--- src/hdl/board_command_byte_parser_macros.svh ---
// Assertion macros for the board command byte parser.
// Each macro expects clk and rst in scope; no other dependencies.
`ifndef BOARD_COMMAND_BYTE_PARSER_MACROS_SVH
`define BOARD_COMMAND_BYTE_PARSER_MACROS_SVH

// Same-cycle implication under reset.
`define BCBP_ASSERT_IMP(lbl, ante, cons, msg) \
  lbl: assert property (@(posedge clk) disable iff (rst) (ante) |-> (cons)) \
    else $error(msg);

// Next-cycle implication under reset.
`define BCBP_ASSERT_NXT(lbl, ante, cons, msg) \
  lbl: assert property (@(posedge clk) disable iff (rst) (ante) |=> (cons)) \
    else $error(msg);

`endif

--- src/hdl/bcbp_pkg.sv ---
// Package for the board command byte parser: mode, kind and event codes,
// and the result record. No dependencies.
`timescale 1ns / 1ps
package bcbp_pkg;

  typedef enum logic [10:0] {
    MODE_NULL    = 11'b000_0000_0001,
    MODE_ANALOG  = 11'b000_0000_0010,
    MODE_PWM     = 11'b000_0000_0100,
    MODE_DIGWR   = 11'b000_0000_1000,
    MODE_DIGRD   = 11'b000_0001_0000,
    MODE_EXTEND  = 11'b000_0010_0000,
    MODE_SETID   = 11'b000_0100_0000,
    MODE_IWRITE  = 11'b000_1000_0000,
    MODE_SETREG  = 11'b001_0000_0000,
    MODE_GETREG  = 11'b010_0000_0000,
    MODE_GETREGL = 11'b100_0000_0000
  } mode_t;

  typedef enum logic [1:0] {
    KIND_NONE = 2'd0,
    KIND_OUT  = 2'd1,
    KIND_IN   = 2'd2
  } kind_t;

  localparam logic [3:0] EV_NONE    = 4'd0;
  localparam logic [3:0] EV_ANALOG  = 4'd1;
  localparam logic [3:0] EV_PWMSTRT = 4'd2;
  localparam logic [3:0] EV_PWM     = 4'd3;
  localparam logic [3:0] EV_DIGOUT  = 4'd4;
  localparam logic [3:0] EV_DIGIN   = 4'd5;
  localparam logic [3:0] EV_I2CID   = 4'd6;
  localparam logic [3:0] EV_I2CWR   = 4'd7;
  localparam logic [3:0] EV_SETREG  = 4'd8;
  localparam logic [3:0] EV_I2CRD   = 4'd9;
  localparam logic [3:0] EV_GETREG  = 4'd10;
  localparam logic [3:0] EV_UNKNOWN = 4'd11;

  localparam logic [1:0] LEFT_ONE   = 2'd1;
  localparam logic [1:0] LEFT_TWO   = 2'd2;
  localparam logic [1:0] LEFT_THREE = 2'd3;

  typedef struct packed {
    logic [3:0] event_code;
    logic [5:0] port_number;
    logic [9:0] pwm_level;
    logic       digital_level;
    logic [2:0] i2c_sequence;
    logic [4:0] i2c_slot;
    logic [7:0] i2c_device_address;
    logic [7:0] i2c_register;
    logic [7:0] i2c_byte;
    logic       read_long;
  } result_t;

endpackage

--- src/hdl/board_command_byte_parser.sv ---
// Board command byte parser: pin-control command decode, one byte per request.
// Depends on bcbp_pkg and board_command_byte_parser_macros.svh.
//
// Input channel s_*: one received protocol byte per request; bit 7 set opens a
// command, bit 7 clear adds data to the pending command.
// Output channel m_*: exactly one result per input byte, in order: an event
// code and a snapshot of the decoded port, PWM level, output level and I2C
// fields as they stand after that byte.
// Path: a byte accepted into the input register is decoded from there, and
// its result is loaded into the output register when that register is free;
// m_tvalid rises as the result enters the output register.
// Throughput: one byte per cycle while the output is not stalled, set by the
// single decode stage between the input register and the output register.
// Stall: the output register holds its result while m_tready is low; the
// input register takes one more byte if it is empty, then s_tready drops until
// the output is taken.
// Reset: both stages empty, no pending command, all fields but the event zero.
`timescale 1ns / 1ps
`include "board_command_byte_parser_macros.svh"
module board_command_byte_parser
  import bcbp_pkg::*;
#(
  parameter int PWM_MAX = 255
) (
  input  logic        clk,
  input  logic        rst,
  input  logic        s_tvalid,
  output logic        s_tready,
  input  logic [7:0]  s_tdata,   // [7:0] rx_byte
  output logic        m_tvalid,
  input  logic        m_tready,
  // [3:0] event_code, [9:4] port_number, [19:10] pwm_level,
  // [20] digital_level, [23:21] i2c_sequence, [28:24] i2c_slot,
  // [36:29] i2c_device_address, [44:37] i2c_register, [52:45] i2c_byte,
  // [53] read_long, [55:54] zero
  output logic [55:0] m_tdata
);

  localparam logic [9:0] PwmMax = 10'(PWM_MAX);

  logic       in_valid;
  logic [7:0] in_byte;
  logic       advance;

  mode_t      pending_mode, pending_mode_next;
  kind_t      extend_kind, extend_kind_next;
  logic [1:0] bytes_left, bytes_left_next;
  logic [5:0] port_reg, port_reg_next;
  logic [9:0] pwm_accum, pwm_accum_next;
  logic       dout_reg, dout_reg_next;
  logic [2:0] seq_reg, seq_reg_next;
  logic [4:0] slot_reg, slot_reg_next;
  logic [7:0] addr_reg, addr_reg_next;
  logic [7:0] regaddr_reg, regaddr_reg_next;
  logic [7:0] data_reg, data_reg_next;
  logic       longread_reg, longread_reg_next;
  logic [3:0] event_next;
  logic [9:0] pwm_or;
  logic [3:0] event_reg;

  result_t    res;

  assign advance  = !m_tvalid || m_tready;
  assign s_tready = !in_valid || advance;

  always_comb begin
    pending_mode_next = pending_mode;
    extend_kind_next  = extend_kind;
    bytes_left_next   = bytes_left;
    port_reg_next     = port_reg;
    pwm_accum_next    = pwm_accum;
    dout_reg_next     = dout_reg;
    seq_reg_next      = seq_reg;
    slot_reg_next     = slot_reg;
    addr_reg_next     = addr_reg;
    regaddr_reg_next  = regaddr_reg;
    data_reg_next     = data_reg;
    longread_reg_next = longread_reg;
    event_next        = EV_NONE;
    pwm_or            = pwm_accum | {4'b0, in_byte[5:0]};
    if (in_byte[7]) begin
      if (in_byte[6]) begin
        case (in_byte[5:4])
          2'b00: begin
            pending_mode_next = MODE_ANALOG;
            port_reg_next     = {2'b0, in_byte[3:0]};
            event_next        = EV_ANALOG;
          end
          2'b10: begin
            pending_mode_next = MODE_PWM;
            port_reg_next     = {2'b0, in_byte[3:0]};
            pwm_accum_next    = '0;
            event_next        = EV_PWMSTRT;
          end
          2'b01: event_next = EV_NONE;
          default: begin
            if (in_byte[3:0] == 4'hF) begin
              pending_mode_next = MODE_EXTEND;
              bytes_left_next   = LEFT_THREE;
            end else begin
              case (in_byte[3:1])
                3'd0: begin
                  pending_mode_next = MODE_SETID;
                  seq_reg_next      = {2'b0, in_byte[0]};
                  bytes_left_next   = LEFT_TWO;
                end
                3'd1: begin
                  pending_mode_next = MODE_IWRITE;
                  data_reg_next     = {in_byte[0], 7'b0};
                end
                3'd2, 3'd3: begin
                  pending_mode_next = MODE_SETREG;
                  regaddr_reg_next  = {in_byte[1], 7'b0};
                  data_reg_next     = {in_byte[0], 7'b0};
                  bytes_left_next   = LEFT_TWO;
                end
                3'd4: begin
                  longread_reg_next = in_byte[0];
                  event_next        = EV_I2CRD;
                end
                3'd5: begin
                  pending_mode_next = MODE_GETREG;
                  regaddr_reg_next  = {in_byte[0], 7'b0};
                  longread_reg_next = 1'b0;
                end
                3'd6: begin
                  pending_mode_next = MODE_GETREGL;
                  regaddr_reg_next  = {in_byte[0], 7'b0};
                  longread_reg_next = 1'b1;
                end
                default: event_next = EV_NONE;
              endcase
            end
          end
        endcase
      end else begin
        port_reg_next = {2'b0, in_byte[5:2]};
        if (in_byte[1]) begin
          pending_mode_next = MODE_DIGWR;
          dout_reg_next     = in_byte[0];
          event_next        = EV_DIGOUT;
        end else begin
          pending_mode_next = MODE_DIGRD;
          event_next        = EV_DIGIN;
        end
      end
    end else begin
      case (pending_mode)
        MODE_PWM: begin
          if (in_byte[6]) begin
            port_reg_next  = port_reg | {in_byte[5:4], 4'b0};
            pwm_accum_next = {in_byte[3:0], 6'b0};
            event_next     = EV_PWMSTRT;
          end else begin
            pwm_accum_next = (pwm_or > PwmMax) ? PwmMax : pwm_or;
            event_next     = EV_PWM;
          end
        end
        MODE_SETID: begin
          if (bytes_left == LEFT_TWO) begin
            seq_reg_next    = seq_reg | {in_byte[6:5], 1'b0};
            slot_reg_next   = in_byte[4:0];
            bytes_left_next = LEFT_ONE;
          end else begin
            addr_reg_next = in_byte;
            event_next    = EV_I2CID;
          end
        end
        MODE_IWRITE: begin
          data_reg_next = data_reg | in_byte;
          event_next    = EV_I2CWR;
        end
        MODE_SETREG: begin
          if (bytes_left == LEFT_TWO) begin
            regaddr_reg_next = regaddr_reg | in_byte;
            bytes_left_next  = LEFT_ONE;
          end else begin
            data_reg_next = data_reg | in_byte;
            event_next    = EV_SETREG;
          end
        end
        MODE_GETREG, MODE_GETREGL: begin
          regaddr_reg_next = regaddr_reg | {1'b0, in_byte[6:0]};
          event_next       = EV_GETREG;
        end
        MODE_EXTEND: begin
          if (bytes_left == LEFT_THREE) begin
            bytes_left_next = LEFT_TWO;
            if (in_byte[6:5] == 2'b00) begin
              port_reg_next    = {2'b0, in_byte[3:0]};
              extend_kind_next = in_byte[4] ? KIND_OUT : KIND_IN;
            end
          end else if (extend_kind == KIND_OUT) begin
            dout_reg_next = in_byte[3];
            port_reg_next = port_reg | {in_byte[5:4], 4'b0};
            event_next    = EV_DIGOUT;
          end else if (extend_kind == KIND_IN) begin
            port_reg_next = port_reg | {in_byte[5:4], 4'b0};
            event_next    = EV_DIGIN;
          end
        end
        default: event_next = EV_UNKNOWN;
      endcase
    end
  end

  always_ff @(posedge clk) begin
    if (rst) begin
      in_valid <= 1'b0;
    end else if (s_tready) begin
      in_valid <= s_tvalid;
    end
    if (s_tready && s_tvalid) begin
      in_byte <= s_tdata;
    end
  end

  always_ff @(posedge clk) begin
    if (rst) begin
      m_tvalid     <= 1'b0;
      pending_mode <= MODE_NULL;
      extend_kind  <= KIND_NONE;
      bytes_left   <= '0;
      port_reg     <= '0;
      pwm_accum    <= '0;
      dout_reg     <= 1'b0;
      seq_reg      <= '0;
      slot_reg     <= '0;
      addr_reg     <= '0;
      regaddr_reg  <= '0;
      data_reg     <= '0;
      longread_reg <= 1'b0;
    end else if (advance) begin
      m_tvalid <= in_valid;
      if (in_valid) begin
        pending_mode <= pending_mode_next;
        extend_kind  <= extend_kind_next;
        bytes_left   <= bytes_left_next;
        port_reg     <= port_reg_next;
        pwm_accum    <= pwm_accum_next;
        dout_reg     <= dout_reg_next;
        seq_reg      <= seq_reg_next;
        slot_reg     <= slot_reg_next;
        addr_reg     <= addr_reg_next;
        regaddr_reg  <= regaddr_reg_next;
        data_reg     <= data_reg_next;
        longread_reg <= longread_reg_next;
      end
    end
  end

  always_ff @(posedge clk) begin
    if (advance && in_valid) begin
      event_reg <= event_next;
    end
  end

  always_comb begin
    res.event_code         = event_reg;
    res.port_number        = port_reg;
    res.pwm_level          = pwm_accum;
    res.digital_level      = dout_reg;
    res.i2c_sequence       = seq_reg;
    res.i2c_slot           = slot_reg;
    res.i2c_device_address = addr_reg;
    res.i2c_register       = regaddr_reg;
    res.i2c_byte           = data_reg;
    res.read_long          = longread_reg;
  end

  assign m_tdata = {2'b0, res.read_long, res.i2c_byte, res.i2c_register,
                    res.i2c_device_address, res.i2c_slot, res.i2c_sequence,
                    res.digital_level, res.pwm_level, res.port_number,
                    res.event_code};

  `BCBP_ASSERT_NXT(a_accept_fills, s_tvalid && s_tready, in_valid,
                   "accepted request not held in input register")
  `BCBP_ASSERT_IMP(a_event_range, m_tvalid, res.event_code <= EV_UNKNOWN,
                   "event code out of range")
  `BCBP_ASSERT_IMP(a_pwm_clamp, m_tvalid && res.event_code == EV_PWM,
                   res.pwm_level <= PwmMax, "pwm level above maximum")

endmodule
--- config.mk ---
export PLATFORM = sky130hd
export DESIGN_NAME = board_command_byte_parser
export DESIGN_NICKNAME = d
export VERILOG_FILES = /design/src/hdl/bcbp_pkg.sv /design/src/hdl/board_command_byte_parser.sv
export VERILOG_INCLUDE_DIRS = /design/src /design/src/hdl
export SDC_FILE = /design/constraint.sdc
export NUM_CORES = 1
export LEC_CHECK = 0
export ABC_AREA = 1
export BUFFER_PORTS_ARGS = -buffer_cell sky130_fd_sc_hd__buf_2
export CAP_MARGIN = 25
export CORE_ASPECT_RATIO = 1.2
export CORE_MARGIN = 10
export CORE_UTILIZATION = 60
export DETAILED_ROUTE_END_ITERATION = 16
export GPL_ROUTABILITY_DRIVEN = 0
export PLACE_DENSITY = 0.87
export SLEW_MARGIN = 20
export SYNTH_ARGS = -nofsm -noshare
export SYNTH_HDL_FRONTEND = slang
export SYNTH_SLANG_ARGS = --single-unit
--- constraint.sdc ---
create_clock -name clk -period 4.5 [get_ports clk]
set_input_delay 0.45 -clock clk [delete_from_list [all_inputs] [get_ports clk]]
set_output_delay 0.45 -clock clk [all_outputs]
set_load 0.05 [all_outputs]
==> out/results.ini <==
[pwr]
ir_drop_mv=0.274
leakage_nw=2.11
p_total_mw=1.45
p_per_area_nw_per_um2=326

[cts]
cts_resized=0
clk_pin_slew_worst_paths_ns=0.08
holdBufCountCts=0
clk-insertion-delay-late_ns=0.36
cts_root_buf=clkbuf_8
cts.path.max_buffers=2
cts_max_level=3
cts_tree=built
post_cts_buffers=0
cts_buffers=9
cts_sinks=78

[sta]
period_needed_ns=2.63
finalSetupTns_ns=0
final-hold-violation-count=0
worstMarginPinSlew_ns=1.00
max_freq_ghz=0.380
max-slew-margin-rel=0.331
fin_crit_sh=0.584
slew_violations=0
holdWs_ns=0.262
finalSetupViolations=0
rsz0062_at_grt=false
finalClockSkew_ns=0.0107

[route]
vias_per_cell=5.53
drc=0
wl_per_cell_um=15.2
ant_nets=0
highest_layer=met4
dr_total_vias=3725
drt_first_pass_iters=8
routed_wirelength_mm=10.2
drt-initial-drc-count=498
met3_length_um=943
wl_met2_mm=5.04
m1WireLength_mm=3.91

[grt]
grt_pass1_vias=3547
grtUsageTotal=0.204
grt_pass1_wl_mm=16.8
grt-ovfl-total=0
grt_max_degree=33
antenna_found_initial=0

[layout]
final_cell_mix=nand2_1 (97), nor2_1 (67), dfxtp_1 (66), buf_2 (66), inv_1 (51)
area_growth_pct=11.6
top_register=pending_mode
diodes=0
largest_register_ffs=11
mostFrequentLayoutCell=nand2_1
layout-drive-gt1-share=0.238
top_regs=pending_mode (11), pwm_accum (10)
fin_nets=597

[logic_synthesis]
ys_types=41
synthTopCellsByArea=dfxtp_1 (33%), nand2_1 (9.1%), edfxtp_1 (9.0%)
ys_warn_count=0
avgSynthCellArea_um2=7.53
ys_seq_elements=78
synth-async-reset-ratio=0
synth_top_area_frac=0.331
syn_area_um2=3990
synth_edf_count=12
synth-main-ff-cell=dfxtp_1
synth_top_cell_by_area=dfxtp_1
ys_seq_area_frac=0.422
postSynthCellCount=530

[floorplan]
die_h_um=109
start_util=0.619
dieArea_um2=10300
boundaryPins=70
die_w_um=94.4
rows=32
core-area_um2=6450

[run_status]
status=completed

[critical_path]
start_kind=flip-flop
critPathCaptureType=flip-flop
cp.required_ns=4.80
arrival_ns=2.93
cp_max_fo=25
path_class=flip-flop to flip-flop

[place]
place_hpwl_mm=7.45
io_buffers=66

[job]
drv_cap=0

[worst_hold_path]
hold_class=input pin to flip-flop

## through the flow
step | setup WS [ns] | instance area [um2] | util | instances
floorplan | 2.69 | 4000 | - | 532
CTS | 2.04 | 4450 | 0.691 | 673
global route | 1.73 | 4450 | 0.691 | 673
finish | 1.87 | 4450 | 0.691 | 673
detailed placement | 2.05 | 4260 | 0.661 | 657
global placement | 2.15 | 4260 | 0.661 | 657
## worst paths after layout
check                            from                        to  slack [ns]  depth (start not counted)
max              in_byte[7]$_DFFE_PP_  port_reg[0]$_SDFFE_PP0P_        1.87                          9
min                        s_tdata[2]      in_byte[2]$_DFFE_PP_        0.26                          1
min reg2reg  slot_reg[1]$_SDFFE_PP0P_  slot_reg[1]$_SDFFE_PP0P_        0.45                          2
max reg2reg      in_byte[7]$_DFFE_PP_  port_reg[0]$_SDFFE_PP0P_        1.87                          9
## cell type report
class / count / area (um2)
Fill cell: 517 / 1990
Sequential cell: 78 / 1680
Tap cell: 85 / 106
Inverter: 64 / 243
Clock inverter: 6 / 62.6
Timing Repair Buffer: 66 / 330
Clock buffer: 10 / 128
Multi-Input combinational cell: 364 / 1900
## logic make-up (layout without fill, tap and decap cells)
group | after synthesis | count (layout) | synth area share
AOI/OAI and AO/OA | 106 | 106 | 0.160
other | 1 | 3 | 0.000940
DFF | 78 | 78 | 0.422
adders and majority gates | 2 | 2 | 0.00627
buffers and inverters | 90 | 146 | 0.104
and+or+nand+nor | 253 | 253 | 0.307
## Yosys cell counts (3+ instances only)
cell	n
nand2_1	97
nor2_1	67
dfxtp_1	66
inv_1	51
a21oi_1	47
nand3_1	39
o21ai_0	29
edfxtp_1	12
buf_4	11
inv_2	11
buf_2	8
nand4_1	8
nand2_2	7
a21oi_2	6
nand2_4	6
nor2_2	6
nor2_4	6
nor3_1	6
o21ai_2	6
o21ba_1	5
nand3_2	4
o21ai_1	4
buf_6	3
## routing by layer
metal  up-vias  track usage
met5         -            0
met4         0        0.110
met3        36       0.0621
met2       210        0.339
met1      1664        0.230
li1       1815            -
## power by group
part           total, mW  switching (mW)  leakage (nW)  internal (mW)
registers          0.756          0.0280         0.650          0.728
logic              0.190           0.141          1.37         0.0491
clock network      0.505           0.251        0.0883          0.254
## critical path, stage by stage (launching register included)
cell,delay (ns)
edfxtp_1,0.69
inv_1,0.80
nand3_1,0.25
inv_1,0.21
nand2_1,0.06
o21ai_0,0.22
inv_1,0.07
nand3_1,0.09
nand2_1,0.07
nor2_1,0.11
No activity file was read; power rests on OpenSTA's default activity.
